$ cat src/rtl/palette_index_pair_encoder_core_macros.svh
// assertion macros for the palette index pair encoder
`ifndef PALETTE_INDEX_PAIR_ENCODER_CORE_MACROS_SVH
`define PALETTE_INDEX_PAIR_ENCODER_CORE_MACROS_SVH

// antecedent implies consequent in the same cycle
`define PIPE_ASSERT_SAME(lbl, ante, cons, msg) \
  lbl: assert property (@(posedge clk_i) disable iff (!rst_ni) (ante) |-> (cons)) \
    else $error(msg);

// antecedent implies consequent in the next cycle
`define PIPE_ASSERT_NEXT(lbl, ante, cons, msg) \
  lbl: assert property (@(posedge clk_i) disable iff (!rst_ni) (ante) |=> (cons)) \
    else $error(msg);

`endif

$ cat src/rtl/pipe_pkg.sv
// shared types, constants and the digit decoder of the palette index pair encoder
package pipe_pkg;

  localparam int unsigned KEY_W            = 5;
  localparam logic [4:0]  KEY_INVALID      = 5'd16;
  localparam int unsigned PALETTE_SIZE_DEF = 16;
  localparam int unsigned DUMP_ENTRIES_DEF = 8;
  localparam logic [7:0]  MARKER_RESET     = 8'd36;
  localparam logic [7:0]  OFFSET_RESET     = 8'd35;

  // configuration register indexes
  localparam int unsigned CFG_IDX_W  = 1;
  localparam logic [0:0]  REG_MARKER = 1'b0;
  localparam logic [0:0]  REG_OFFSET = 1'b1;

  typedef struct packed {
    logic       mode;
    logic [7:0] char_in;
  } in_item_t;

  typedef struct packed {
    logic [7:0] out_byte;
    logic       out_kind;
    logic       last;
    logic       bad_digit;
    logic       palette_full;
    logic [4:0] colours_used;
  } out_item_t;

  // hex character to key, anything else gives the invalid key
  function automatic logic [4:0] digit_key(input logic [7:0] c);
    logic [7:0] t;
    begin
      t = 8'd0;
      if (c >= 8'h30 && c <= 8'h39) begin
        t = c - 8'h30;
        return t[4:0];
      end
      if (c >= 8'h41 && c <= 8'h46) begin
        t = c - 8'h41 + 8'd10;
        return t[4:0];
      end
      if (c >= 8'h61 && c <= 8'h66) begin
        t = c - 8'h61 + 8'd10;
        return t[4:0];
      end
      return KEY_INVALID;
    end
  endfunction

endpackage

$ cat src/rtl/pipe_palette.sv
// palette key store with a single read port and an append port
module pipe_palette #(
  parameter int unsigned PALETTE_SIZE = pipe_pkg::PALETTE_SIZE_DEF,
  parameter int unsigned SW           = 5
) (
  input  logic                              clk_i,
  input  logic                              rst_ni,
  input  logic [SW-1:0]                     rd_idx_i,
  output logic [pipe_pkg::KEY_W-1:0]        rd_key_o,
  input  logic                              append_i,
  input  logic [pipe_pkg::KEY_W-1:0]        key_i,
  output logic [$clog2(PALETTE_SIZE+1)-1:0] count_o
);

  localparam int unsigned AW    = $clog2(PALETTE_SIZE);
  localparam int unsigned CNT_W = $clog2(PALETTE_SIZE + 1);

  logic [pipe_pkg::KEY_W-1:0] keys_q [PALETTE_SIZE];
  logic [CNT_W-1:0]           count_q;

  // read, entries past the store read as key zero
  always_comb begin
    rd_key_o = '0;
    if (rd_idx_i < SW'(PALETTE_SIZE)) begin
      rd_key_o = keys_q[rd_idx_i[AW-1:0]];
    end
  end

  // append a new key at the fill position
  always_ff @(posedge clk_i or negedge rst_ni) begin
    if (!rst_ni) begin
      count_q <= '0;
      for (int i = 0; i < PALETTE_SIZE; i++) begin
        keys_q[i] <= '0;
      end
    end else if (append_i && (count_q < CNT_W'(PALETTE_SIZE))) begin
      keys_q[count_q[AW-1:0]] <= key_i;
      count_q                 <= count_q + CNT_W'(1);
    end
  end

  assign count_o = count_q;

endmodule

$ cat src/rtl/palette_index_pair_encoder_core.sv
// palette index pair encoder: a colour digit is accepted, then the shared key comparator
// scans the palette entries in use until a hit or the fill count; a pair then emits one beat,
// a character outside a pair is taken in idle alone, and a dump emits DUMP_ENTRIES beats.
// one item is worked at a time; the palette scan and output back-pressure hold the input.
// reset (async, active low) clears the palette, the fill count, the digit phase and the
// first-digit state and loads marker 36 and offset 35; no clearing pass is needed.
`include "palette_index_pair_encoder_core_macros.svh"

module palette_index_pair_encoder_core #(
  parameter int unsigned PALETTE_SIZE = pipe_pkg::PALETTE_SIZE_DEF,
  parameter int unsigned DUMP_ENTRIES = pipe_pkg::DUMP_ENTRIES_DEF
) (
  input  logic                           clk_i,
  input  logic                           rst_ni,
  input  logic                           in_valid_i,
  output logic                           in_ready_o,
  input  pipe_pkg::in_item_t             in_i,
  output logic                           out_valid_o,
  input  logic                           out_ready_i,
  output pipe_pkg::out_item_t            out_o,
  input  logic                           cfg_valid_i,
  output logic                           cfg_ready_o,
  input  logic [pipe_pkg::CFG_IDX_W-1:0] cfg_index_i,
  input  logic [7:0]                     cfg_data_i
);

  localparam int unsigned CNT_W = $clog2(PALETTE_SIZE + 1);
  localparam int unsigned DW    = $clog2(DUMP_ENTRIES + 1);
  localparam int unsigned SW    = (CNT_W > DW) ? CNT_W : DW;

  // sequencer states
  localparam logic [1:0] S_IDLE = 2'd0;
  localparam logic [1:0] S_LOOK = 2'd1;
  localparam logic [1:0] S_EMIT = 2'd2;
  localparam logic [1:0] S_DUMP = 2'd3;

  // digit phases
  localparam logic [1:0] PH_WAIT   = 2'd0;
  localparam logic [1:0] PH_FIRST  = 2'd1;
  localparam logic [1:0] PH_SECOND = 2'd2;

  logic [1:0]             state_q, state_d;
  logic [1:0]             phase_q, phase_d;
  logic [3:0]             first_idx_q, first_idx_d;
  logic                   first_bad_q, first_bad_d;
  logic                   first_full_q, first_full_d;
  logic [4:0]             key_q, key_d;
  logic [SW-1:0]          scan_q, scan_d;
  logic [3:0]             pair_idx_q, pair_idx_d;
  logic                   pair_bad_q, pair_bad_d;
  logic                   pair_full_q, pair_full_d;
  logic [7:0]             marker_q, offset_q;
  logic                   out_valid_q, out_valid_d;
  pipe_pkg::out_item_t    out_q, out_d;

  logic                   in_fire, can_load, load;
  logic [4:0]             rd_key;
  logic [CNT_W-1:0]       pal_count;
  logic [SW-1:0]          cnt_ext;
  logic                   append;
  logic                   hit, miss_end, full;
  logic [3:0]             idx;
  logic [7:0]             dump_add;

  pipe_palette #(
    .PALETTE_SIZE(PALETTE_SIZE),
    .SW          (SW)
  ) u_palette (
    .clk_i   (clk_i),
    .rst_ni  (rst_ni),
    .rd_idx_i(scan_q),
    .rd_key_o(rd_key),
    .append_i(append),
    .key_i   (key_q),
    .count_o (pal_count)
  );

  assign in_ready_o  = (state_q == S_IDLE);
  assign in_fire     = in_valid_i && in_ready_o;
  assign can_load    = !out_valid_q || out_ready_i;
  assign cfg_ready_o = 1'b1;
  assign cnt_ext     = SW'(pal_count);

  // shared comparator: one palette entry per cycle
  always_comb begin
    hit      = (state_q == S_LOOK) && (scan_q < cnt_ext) && (rd_key == key_q);
    miss_end = (state_q == S_LOOK) && (scan_q >= cnt_ext);
    full     = miss_end && (pal_count >= CNT_W'(PALETTE_SIZE));
    append   = miss_end && !full;
    idx      = 4'(scan_q);
    if (miss_end) begin
      idx = full ? 4'(PALETTE_SIZE - 1) : 4'(pal_count);
    end
  end

  // invalid key on dump counts as minus one
  assign dump_add = rd_key[4] ? 8'hFF : {4'b0000, rd_key[3:0]};

  // sequencer
  always_comb begin
    state_d      = state_q;
    phase_d      = phase_q;
    first_idx_d  = first_idx_q;
    first_bad_d  = first_bad_q;
    first_full_d = first_full_q;
    key_d        = key_q;
    scan_d       = scan_q;
    pair_idx_d   = pair_idx_q;
    pair_bad_d   = pair_bad_q;
    pair_full_d  = pair_full_q;
    load         = 1'b0;
    out_d        = out_q;
    unique case (state_q)
      S_IDLE: begin
        if (in_fire) begin
          if (in_i.mode) begin
            state_d = S_DUMP;
            scan_d  = '0;
          end else if (phase_q == PH_FIRST || phase_q == PH_SECOND) begin
            state_d = S_LOOK;
            scan_d  = '0;
            key_d   = pipe_pkg::digit_key(in_i.char_in);
          end else begin
            phase_d = (in_i.char_in == marker_q) ? PH_FIRST : PH_WAIT;
          end
        end
      end
      S_LOOK: begin
        if (hit || miss_end) begin
          if (phase_q == PH_FIRST) begin
            first_idx_d  = idx;
            first_bad_d  = key_q[4];
            first_full_d = full;
            phase_d      = PH_SECOND;
            state_d      = S_IDLE;
          end else begin
            pair_idx_d  = idx;
            pair_bad_d  = first_bad_q | key_q[4];
            pair_full_d = first_full_q | full;
            phase_d     = PH_WAIT;
            state_d     = S_EMIT;
          end
        end else begin
          scan_d = scan_q + SW'(1);
        end
      end
      S_EMIT: begin
        if (can_load) begin
          load               = 1'b1;
          out_d.out_byte     = {1'b0, first_idx_q, 3'b000} + {4'b0000, pair_idx_q} + offset_q;
          out_d.out_kind     = 1'b0;
          out_d.last         = 1'b1;
          out_d.bad_digit    = pair_bad_q;
          out_d.palette_full = pair_full_q;
          out_d.colours_used = 5'(pal_count);
          state_d            = S_IDLE;
        end
      end
      S_DUMP: begin
        if (can_load) begin
          load               = 1'b1;
          out_d.out_byte     = offset_q + dump_add;
          out_d.out_kind     = 1'b1;
          out_d.last         = (scan_q == SW'(DUMP_ENTRIES - 1));
          out_d.bad_digit    = rd_key[4];
          out_d.palette_full = 1'b0;
          out_d.colours_used = 5'(pal_count);
          if (scan_q == SW'(DUMP_ENTRIES - 1)) begin
            state_d = S_IDLE;
          end else begin
            scan_d = scan_q + SW'(1);
          end
        end
      end
      default: begin
        state_d = S_IDLE;
      end
    endcase
  end

  // output beat register
  always_comb begin
    out_valid_d = out_valid_q;
    if (load) begin
      out_valid_d = 1'b1;
    end else if (out_ready_i) begin
      out_valid_d = 1'b0;
    end
  end

  // control registers
  always_ff @(posedge clk_i or negedge rst_ni) begin
    if (!rst_ni) begin
      state_q      <= S_IDLE;
      phase_q      <= PH_WAIT;
      first_idx_q  <= '0;
      first_bad_q  <= 1'b0;
      first_full_q <= 1'b0;
      out_valid_q  <= 1'b0;
      scan_q       <= '0;
    end else begin
      state_q      <= state_d;
      phase_q      <= phase_d;
      first_idx_q  <= first_idx_d;
      first_bad_q  <= first_bad_d;
      first_full_q <= first_full_d;
      out_valid_q  <= out_valid_d;
      scan_q       <= scan_d;
    end
  end

  // payload registers
  always_ff @(posedge clk_i) begin
    key_q       <= key_d;
    pair_idx_q  <= pair_idx_d;
    pair_bad_q  <= pair_bad_d;
    pair_full_q <= pair_full_d;
    out_q       <= out_d;
  end

  // configuration registers
  always_ff @(posedge clk_i or negedge rst_ni) begin
    if (!rst_ni) begin
      marker_q <= pipe_pkg::MARKER_RESET;
      offset_q <= pipe_pkg::OFFSET_RESET;
    end else if (cfg_valid_i) begin
      unique case (cfg_index_i)
        pipe_pkg::REG_MARKER: marker_q <= cfg_data_i;
        pipe_pkg::REG_OFFSET: offset_q <= cfg_data_i;
        default: ;
      endcase
    end
  end

  assign out_valid_o = out_valid_q;
  assign out_o       = out_q;

  // checks
  `PIPE_ASSERT_SAME(a_count_bound, 1'b1, pal_count <= CNT_W'(PALETTE_SIZE), "palette count over size")
  `PIPE_ASSERT_NEXT(a_count_mono, 1'b1, pal_count >= $past(pal_count), "palette count went down")
  `PIPE_ASSERT_NEXT(a_dump_start, in_fire && in_i.mode, state_q == S_DUMP, "dump did not start")
  `PIPE_ASSERT_SAME(a_pair_last, out_valid_o && !out_o.out_kind, out_o.last, "pair beat not last")

endmodule

$ cat config.mk
export PLATFORM = sky130hd
export DESIGN_NAME = palette_index_pair_encoder_core
export DESIGN_NICKNAME = d
export VERILOG_FILES = /design/src/rtl/pipe_pkg.sv /design/src/rtl/pipe_palette.sv /design/src/rtl/palette_index_pair_encoder_core.sv
export VERILOG_INCLUDE_DIRS = /design/src /design/src/rtl
export SDC_FILE = /design/constraint.sdc
export NUM_CORES = 1
export LEC_CHECK = 0
export ABC_AREA = 1
export BUFFER_PORTS_ARGS = -buffer_cell sky130_fd_sc_hd__buf_4
export CAP_MARGIN = 20
export CORE_UTILIZATION = 60
export CTS_BUF_LIST = sky130_fd_sc_hd__clkbuf_4 sky130_fd_sc_hd__clkbuf_8
export DETAILED_ROUTE_END_ITERATION = 12
export PLACE_DENSITY = 0.76
export SETUP_SLACK_MARGIN = 0.02
export SLEW_MARGIN = 20
export SYNTH_ARGS = -nofsm -noshare
export SYNTH_HDL_FRONTEND = slang
export SYNTH_SLANG_ARGS = --single-unit
$ cat constraint.sdc
create_clock -name clk_i -period 3.6 [get_ports clk_i]
set_clock_uncertainty 0.1 [all_clocks]
set_input_delay 0.54 -clock clk_i [delete_from_list [all_inputs] [get_ports clk_i]]
set_output_delay 0.54 -clock clk_i [all_outputs]
set_load 0.01 [all_outputs]
Word level (Yosys, flattened, before mapping)
Cells that the tools add are included.

storage, ports and cells
  input bits = 23
  bits in registers = 145
  word-level logic and storage cells = 180

cells by class
  equality and inequality tests = 18
  add/sub/neg operators = 10
  reduce and logical (&&, ||, !) cells = 31
  muxes and demuxes = 64
  $lt $le $gt $ge = 14
  bitwise gates (word level) = 7

operators by type and width
  cell                                                                                  number
  80-bit bitwise mux                                                                    1
  5-bit two-way mux                                                                     16
  17-bit two-way mux                                                                    2
  17-bit case mux with 2 select lines                                                   1
  2-bit two-way mux                                                                     13
  1-bit two-way mux                                                                     23
  5-bit binary-select mux with 4-bit select                                             1
  5-bit demux with 4-bit select                                                         1
  8-bit adder                                                                           2
  8-bit by 7-bit greater-or-equal comparator with 1-bit output (second input constant)  2
  8-bit by 7-bit <= comparator with 1-bit output (second input constant)                2
  5-bit greater-or-equal comparator (second input constant)                             3
  5-bit case mux with 3 select lines                                                    1
  2-bit != test (second input constant)                                                 7
  6-bit AND reduction                                                                   2
  1-bit logical AND                                                                     11
  5-bit by 1-bit adder with 5-bit output (second input constant)                        2
  5-bit by 4-bit adder with 5-bit output (second input constant)                        2
  5-bit < comparator (second input constant)                                            2
  4-bit NOT with 5-bit output                                                           2
  5-bit by 1-bit subtractor with 5-bit output (second input constant)                   2
  3-bit AND reduction                                                                   3
  7-bit by 4-bit adder with 8-bit output                                                1
  8-bit equality test                                                                   1
  other kinds (27)                                                                      41

Longest topological paths before layout
Gate-level depths: netlist of the first run.

  word-level depth = 21
  gate-level depth with buffers = 23
  mapped depth without buffers = 23

By module
Synthesis of the first run repeated with hierarchy kept, for this count alone.

unflattened totals
  cells, all modules = 991
  area, all modules = 7985.2 um^2

modules (own cells, without submodules)
  module                           cells an instance  sequential area each (um^2)  times used  area each (um^2)
  pipe_palette                     544                2127.0                       1           4275.4
  palette_index_pair_encoder_core  447                1647.8                       1           3709.8

Worst setup path before layout of the first run
OpenSTA, ideal clock, no wires.

  path kind = reg2reg
  start = reg scan_q[1]
  end = reg out_q, in the netlist out_o[16], data pin
  stages on the path, launching flop included = 23
  buffers on the path = 2
  arrival = 2.530 ns
  required time = 3.247 ns
  setup slack = 0.718 ns
  setup time = 0.253 ns
  cell sequence = dfrtp_1 -> buf_4 -> inv_2 -> buf_4 -> nand3_1 -> nand3_1 -> nand3_1 -> nand2_1 -> inv_1 -> nand3_1 -> ha_1 -> a21oi_1 -> nand2_1 -> nand2_1 -> nand2_1 -> a21oi_1 -> or2_2 -> nand2_1 -> nand2_1 -> nand2_1 -> xnor2_1 -> nand2_1 -> nand2_1

RTL lines
  element                   RTL line                                RTL
  start: declaration        palette_index_pair_encoder_core.sv:48   logic [SW-1:0] scan_q, scan_d;
  start signal: assignment  palette_index_pair_encoder_core.sv:208  scan_q <= scan_d;
  end signal: assignment    palette_index_pair_encoder_core.sv:218  out_q <= out_d;
  end: declaration          palette_index_pair_encoder_core.sv:54   pipe_pkg::out_item_t out_q, out_d;

Worst setup path after layout of the first run
  start = reg scan_q[0]
  end = reg u_palette.keys_q[38] (netlist bit)

on the way
  word-level cells in the longest chain between the ends = 6

RTL lines
  element                              RTL line                               RTL
  5-bit greater-or-equal comparator *  palette_index_pair_encoder_core.sv:87  miss_end = (state_q == S_LOOK) && (scan_q >= cnt_ext);
  1-bit logical AND *                  palette_index_pair_encoder_core.sv:87
  1-bit logical AND                    palette_index_pair_encoder_core.sv:88  full = miss_end && (pal_count >= CNT_W'(PALETTE_SIZE));
  1-bit logical NOT                    palette_index_pair_encoder_core.sv:89  append = miss_end && !full;
  1-bit logical AND *                  palette_index_pair_encoder_core.sv:89
  1-bit logical AND *                  pipe_palette.sv:36                     end else if (append_i && (count_q < CNT_W'(PALETTE_SIZE))) begin
  end signal: indexed assignment       pipe_palette.sv:37                     keys_q[count_q[AW-1:0]] <= key_i;
  end: declaration                     pipe_palette.sv:18                     logic [pipe_pkg::KEY_W-1:0] keys_q [PALETTE_SIZE];

Every way passes the cells marked *; elsewhere a longest branch is shown, timed or not.
A chain may end at the register's enable or synchronous reset.

==> results.yml, run 1 <==
run_status:
  outcome: "completed"
die:
  die_area_mm2: 0.0134
  die_height_um: 116
  core_mm2: 0.0126
  rows: 41
  ios: 43
  start_util: 0.616
  die_x_um: 116
critical_path:
  critical_path.max_stage_delay_ns: 0.42
  critPathRequiredTime_ns: 3.88
  critical_path_arrival_ns: 3.52
  worstReg2RegStart: "scan_q[0]"
  cp_cell_sequence: "clkinv_2, ha_1, inv_1, nand2_1, a21oi_1, o21bai_1, a21oi_1, o21bai_4, nand2_2, nor2_2, nand2_1, nor2_2, nand2_1, o21ai_1"
  path_buf_inv: 2
  cp_max_fo: 22
  critical-path-top-cell-by-count: "nand2_1"
  start_kind: "register"
  cp_top_family: "simple AND/OR/NAND/NOR gates"
  cp_slowest_cell: "nor2_2"
  r2r_cells: 14
  end_kind: "register"
  r2r_end: "u_palette.keys_q[38]"
  worstSetupPathType: "reg -> reg"
  regToRegSetupSlack_ns: 0.36
power_and_ir_drop:
  power_density_mw_per_mm2: 709
  peakVddDrop_mv: 0.327
  power_uw: 6200
  p_leak_uw: 0.00434
logic_synthesis:
  syn_area_per_cell_um2: 8.09
  postSynthCellCount: 961
  synth_edf_count: 28
  synthTopCellsByArea: "dfrtp_1 (36%), nand2_1 (14%), edfxtp_1 (11%)"
  ys_types: 36
  seq_area_frac_synth: 0.485
  synthesis.nets: 1021
  synth_top_area_share: 0.360
  ys_warn_count: 0
  synth_top_area_cell: "dfrtp_1"
  yosys_register_bits: 145
  yosys_most_used_dff: "dfrtp_1"
  async_flop_share: 0.807
  syn-cell-area_mm2: 0.00778
drt:
  vias: 6287
  drtAntennaViolNets: 0
  drtIter0Drc: 558
  wire_per_inst_um: 14.8
  viasPerCell: 5.29
  dr.pass1.iters: 5
  drc: 0
  wl_mm: 17.6
job:
  maxCapViolCount: 0
timing:
  fin_hold_ws_ns: 0.176
  rsz0062_at_grt: "false"
  slew_headroom: 0.430
  fmaxAchievable_mhz: 309
  finalSetupViolations: 0
  fin_setup_tns_ns: 0
  finalMaxSlewViolations: 0
  hold_viol: 0
  finalCritPeriodShare: 0.900
  worstMarginPinSlew_ns: 0.854
  period_needed_ns: 3.24
place:
  routabilityCongestion: 0.906
  portBuffers: 41
  dp_hpwl_mm: 12.4
  dpl.cell_count: 1156
clock_network:
  clockBufferDepth: 2
  h-tree-depth: 4
  cts.sinks: 145
  cts_tree: "yes"
  path_clk_slew_ns: 0.08
  root_buffer: "clkbuf_8"
  cts_made_buffers: 17
  cts_setup_buffers: 0
  worstSkewPairLatency_ns: 0.46
grt:
  track_usage: 0.289
  grt_pass1_wl_mm: 29.3
  grt_max_degree: 47
  antenna_found_initial: 0
  grt_pass1_vias: 5874
  grt_overflow: 0
final_layout:
  fillerInstances: 1045
  syn_to_final_growth_pct: 12.3
  stdcell_count: 1189
  fin_util: 0.692
  multiInputGateArea_mm2: 0.00333
  antenna-diode-count: 0
  drive_gt1_frac: 0.119
  nets: 1064
  register_area_mm2: 0.00377
min_path:
  whs_path_depth: 2
  min_to: "out_valid_o"
  hold_start: "out_ready_i"
  hold_path_class: "in -> reg"
==> sequential cells by signal (all words and copies together) (netlist names) <==
| name | count |
|---|---|
| u_palette.keys_q | 80 |
| out_o | 17 |
| marker_q | 8 |
| offset_q | 8 |
| key_q | 5 |
| scan_q | 5 |
| u_palette.count_o | 5 |
| first_idx_q | 4 |
| pair_idx_q | 4 |
| phase_q | 2 |
| state_q | 2 |
| first_bad_q | 1 |
| first_full_q | 1 |
| out_valid_o | 1 |
| pair_bad_q | 1 |
| pair_full_q | 1 |
==> worst max path at each step <==
stage	start	end	slack [ns]	cells past startpoint
CTS	scan_q[0]	out_o[15]	0.32	19
global route	scan_q[0]	u_palette.keys_q[38]	0.04	14
global placement	scan_q[0]	out_o[15]	0.45	18
finish	scan_q[0]	u_palette.keys_q[38]	0.36	14
detailed placement	scan_q[0]	out_o[15]	0.33	19
floorplan	scan_q[1]	out_o[16]	0.72	22
==> layout make-up <==
| cell class | instances | share of cell area |
|---|---|---|
| flip-flops and latches | 145 | 0.432 |
| clock inverters | 10 | 0.0235 |
| inverters | 136 | 0.0586 |
| repair buffers | 54 | 0.0471 |
| clock buffers | 22 | 0.0325 |
| multi-input cells | 650 | 0.381 |
| well taps | 172 | 0.0246 |
==> timing repair <==
item,in CTS,in global routing
hold endpoints to repair,39,0
resized for setup,0,2
endpoints found under the setup margin,0,1
hold buffers,1,0
==> cells in the mapped netlist, drive strengths merged (3+ instances only) <==
master / instances
nand2: 302
inv: 136
o21ai: 116
dfrtp: 112
nand3: 79
nor2: 48
ha: 34
edfxtp: 28
a21oi: 25
clkbuf: 16
buf: 14
xnor2: 9
xor2: 8
dfstp: 5
nand4: 5
nor3: 4
fa: 3
o211ai: 3
o21bai: 3
==> layout by cell type (no fill, tap or decap), drive strengths merged, types with 6 or more instances in the layout <==
master / netlist / layout
dfrtp: 112 / 112
inv: 136 / 135
ha: 34 / 34
xnor2: 9 / 9
buf: 14 / 53
nand2: 302 / 302
nand3: 79 / 79
bufinv: 0 / 6
clkbuf: 16 / 22
edfxtp: 28 / 28
o21ai: 116 / 116
nor2: 48 / 48
xor2: 8 / 8
a21oi: 25 / 25
==> metrics by stage <==
stage	setup slack (ns)	cell area (um^2)
floorplan	0.718	7780
global placement	0.447	8230
detailed placement	0.335	8230
CTS	0.320	8730
global route	0.0385	8730
finish	0.359	8730
==> report_power, final <==
| part | switching (uW) | internal [uW] | leakage (uW) |
|---|---|---|---|
| Sequential | 173 | 2120 | 0.00182 |
| Combinational | 1500 | 848 | 0.00228 |
| Clock | 604 | 952 | 0.000243 |
==> per-layer routing <==
metal  track usage  share of wire  vias to the layer above  wire (um)
met5             0              0                        -          0
met4        0.0940          0.017                        0        306
met3        0.0565          0.072                       27       1260
met2         0.426           0.43                      219       7540
met1         0.430           0.48                     2896       8530
li1              -              -                     3145          -
==> kinds of logic after synthesis <==
| family | after synthesis | synth area share |
|---|---|---|
| other | 1 | 0.000482 |
| buffers and inverters | 166 | 0.0862 |
| and+or+nand+nor | 442 | 0.243 |
| AOI/OAI and AO/OA | 153 | 0.103 |
| xor gates and xnor gates | 17 | 0.0191 |
| DFF | 145 | 0.485 |
| adders and majority gates | 37 | 0.0624 |
==> worst reg2reg max path, cell delays in order, from the launching register on <==
cell and delay, ns:
dfrtp_1 0.39, clkinv_2 0.29, ha_1 0.40, inv_1 0.03, nand2_1 0.05, a21oi_1 0.06
o21bai_1 0.14, a21oi_1 0.12, o21bai_4 0.22, nand2_2 0.16, nor2_2 0.26, nand2_1 0.33
nor2_2 0.42, nand2_1 0.09, o21ai_1 0.11
No activity file was read; power rests on OpenSTA's default activity.
==> run 2: changes to the inputs <==
--- a/config.mk
+++ b/config.mk
@@ -9,10 +9,10 @@
 export ABC_AREA = 1
 export BUFFER_PORTS_ARGS = -buffer_cell sky130_fd_sc_hd__buf_4
 export CAP_MARGIN = 20
-export CORE_UTILIZATION = 60
+export CORE_UTILIZATION = 41
 export CTS_BUF_LIST = sky130_fd_sc_hd__clkbuf_4 sky130_fd_sc_hd__clkbuf_8
 export DETAILED_ROUTE_END_ITERATION = 12
-export PLACE_DENSITY = 0.76
+export PLACE_DENSITY = 0.54
 export SETUP_SLACK_MARGIN = 0.02
 export SLEW_MARGIN = 20
 export SYNTH_ARGS = -nofsm -noshare
==> run 2 against run 1 <==
  * Die area is 45% higher
  * Worst setup slack better by 0.016 ns
  * Worst hold slack worse by 0.053 ns
  * Non-clock buffer count is 3 higher
  * Critical path depth is 8 higher
  * Routed wire length is 8.3% higher
  * Total power is 2.2% higher
  * Register-to-register slack better by 0.02 ns
  * Clock power is 5% higher
  * Critical endpoint is now out_o[16]
  * Sequential power hardly changed
  * Sequential share of layout area is 0.72 points lower
==> results.yml, run 2 (synthesis results as in run 1) <==
final_layout:
  largest_reg_flops: 80
  largest-register: "u_palette.keys_q"
  most-common-layout-cells: "nand2_1 (297), inv_1 (133), dfrtp_1 (112)"
  antenna-diode-count: 0
  fillerInstances: 1877
  drive_gt1_frac: 0.123
  nets: 1067
  syn_to_final_growth_pct: 14.2
  mostFrequentLayoutCell: "nand2_1"
timing:
  worstMarginPinSlew_ns: 0.964
  finalCritPeriodShare: 0.896
  finalMaxSlewViolations: 0
  hold_viol: 0
  rsz0062_at_grt: "false"
  period_needed_ns: 3.22
  slew_headroom: 0.357
  final.setup.worst_slack_ns: 0.375
  finalSetupViolations: 0
  fin_setup_tns_ns: 0
  fmaxAchievable_mhz: 310
drt:
  dr.pass1.iters: 5
  viasPerCell: 4.89
  drtIter0Drc: 439
  wl_mm: 19.1
  vias: 6133
  wire_per_inst_um: 15.2
  drtAntennaViolNets: 0
  drc: 0
grt:
  grt_overflow: 0
  antenna_found_initial: 0
  grt_max_degree: 71
  grt_busiest_layer: "met1"
  grt_pass1_vias: 5686
  use_met1: 0.321
  use_met2: 0.293
  track_usage: 0.209
  met3_usage: 0.0372
  grt_pass1_wl_mm: 31.1
critical_path:
  cp_max_fo: 26
  start_kind: "register"
  worstSetupPathType: "reg -> reg"
  critPathRequiredTime_ns: 3.72
  critical_path_arrival_ns: 3.35
  end_kind: "register"
die:
  die_x_um: 140
  die_area_mm2: 0.0195
  ios: 43
  rows: 50
  die_height_um: 140
  core_mm2: 0.0186
  start_util: 0.417
clock_network:
  h-tree-depth: 4
  cts_setup_buffers: 0
  cts_tree: "yes"
  clockBufferDepth: 2
  ctsResizeCount: 0
  worstSkewPairLatency_ns: 0.46
  cts.sinks: 145
  cts_hold_buf: 0
  root_buffer: "clkbuf_8"
  path_clk_slew_ns: 0.08
  cts_made_buffers: 17
power_and_ir_drop:
  pwr-share-seq: 0.362
  switching_share: 0.368
  p_clk_frac: 0.259
  power_uw: 6340
  switchingPower_uw: 2330
  peakVddDrop_mv: 0.309
  p_leak_uw: 0.00438
  power_density_mw_per_mm2: 713
  power_frac_comb: 0.379
  p_int_uw: 4010
run_status:
  outcome: "completed"
job:
  maxCapViolCount: 0
min_path:
  hold_path_class: "in -> async"
place:
  pre_cts_slack_ns: 0.324
  routabilityCongestion: 0.847
  portBuffers: 41
  dp_hpwl_mm: 13.7
-- run 2: cell count changes in the layout (fill, tap and decap cells not counted), sizes merged --
cell and change:
clkbuf +2, buf +4, inv +1, clkinvlp -1
dlygate4sd3 -1, clkinv -2
-- run 2: worst max-delay path: stages (launching register included) --
cell and delay (ns):
dfrtp_1 0.41, clkinv_2 0.35, buf_4 0.30, nand2_1 0.05, nand3_1 0.06, nand2_1 0.08, nand2_1 0.05, nand2_1 0.10
nand2_1 0.08, nand3_1 0.14, ha_1 0.26, a21oi_1 0.13, nand2_1 0.09, nand2_1 0.09, nand2_1 0.06, a21oi_1 0.15
or2_2 0.14, nand2_1 0.04, nand2_1 0.05, nand2_1 0.05, xnor2_1 0.11, nand2_1 0.06, nand2_1 0.05
-- run 2: per-layer routing --
metal | up-vias | part of all wire
li1 | 3155 | -
met1 | 2823 | 0.52
met2 | 132 | 0.41
met3 | 23 | 0.049
met4 | 0 | 0.015
met5 | - | 0
-- run 2: power groups by stage --
stage	Clock [uW]	Sequential [uW]	Combinational, uW
3_3_place_gp	0	2320	2390
6_report	1640	2300	2400
2_1_floorplan	0	2310	1680
5_1_grt	1730	2340	2740
4_1_cts	1670	2300	2420
3_5_place_dp	0	2330	2400
-- run 2: path summary, 6_finish.rpt --
path                                   start              endpoint  slack, ns  cells past startpoint
worst max-delay path               scan_q[0]             out_o[16]       0.38                     22
worst max register to register     scan_q[0]             out_o[16]       0.38                     22
max in group asynchronous             rst_ni           offset_q[0]       2.44                      2
worst min-delay path                  rst_ni  u_palette.keys_q[23]       0.12                      1
min in group clk_i               out_ready_i           out_valid_o       0.19                      2
worst min register to register  first_full_q          first_full_q       0.39                      2
-- run 2: stage by stage --
stage	cells	utilization	hold WS, ns	cell area [um^2]
global placement	1222	0.449	0.372	8360
finish	1254	0.476	0.123	8880
CTS	1254	0.476	0.138	8880
detailed placement	1222	0.449	0.376	8360
global route	1254	0.476	0.181	8880
floorplan	961	-	0.144	7780
-- run 2: area by class of cell --
class                      count  area (um^2)  share of cell area
tap                          234          293              0.0330
sequential                   145         3770               0.425
multi-input combinational    650         3330               0.375
inverter                     136          512              0.0576
timing repair buffer          57          453              0.0510
clock inverter                 8          194              0.0218
clock buffer                  24          324              0.0365
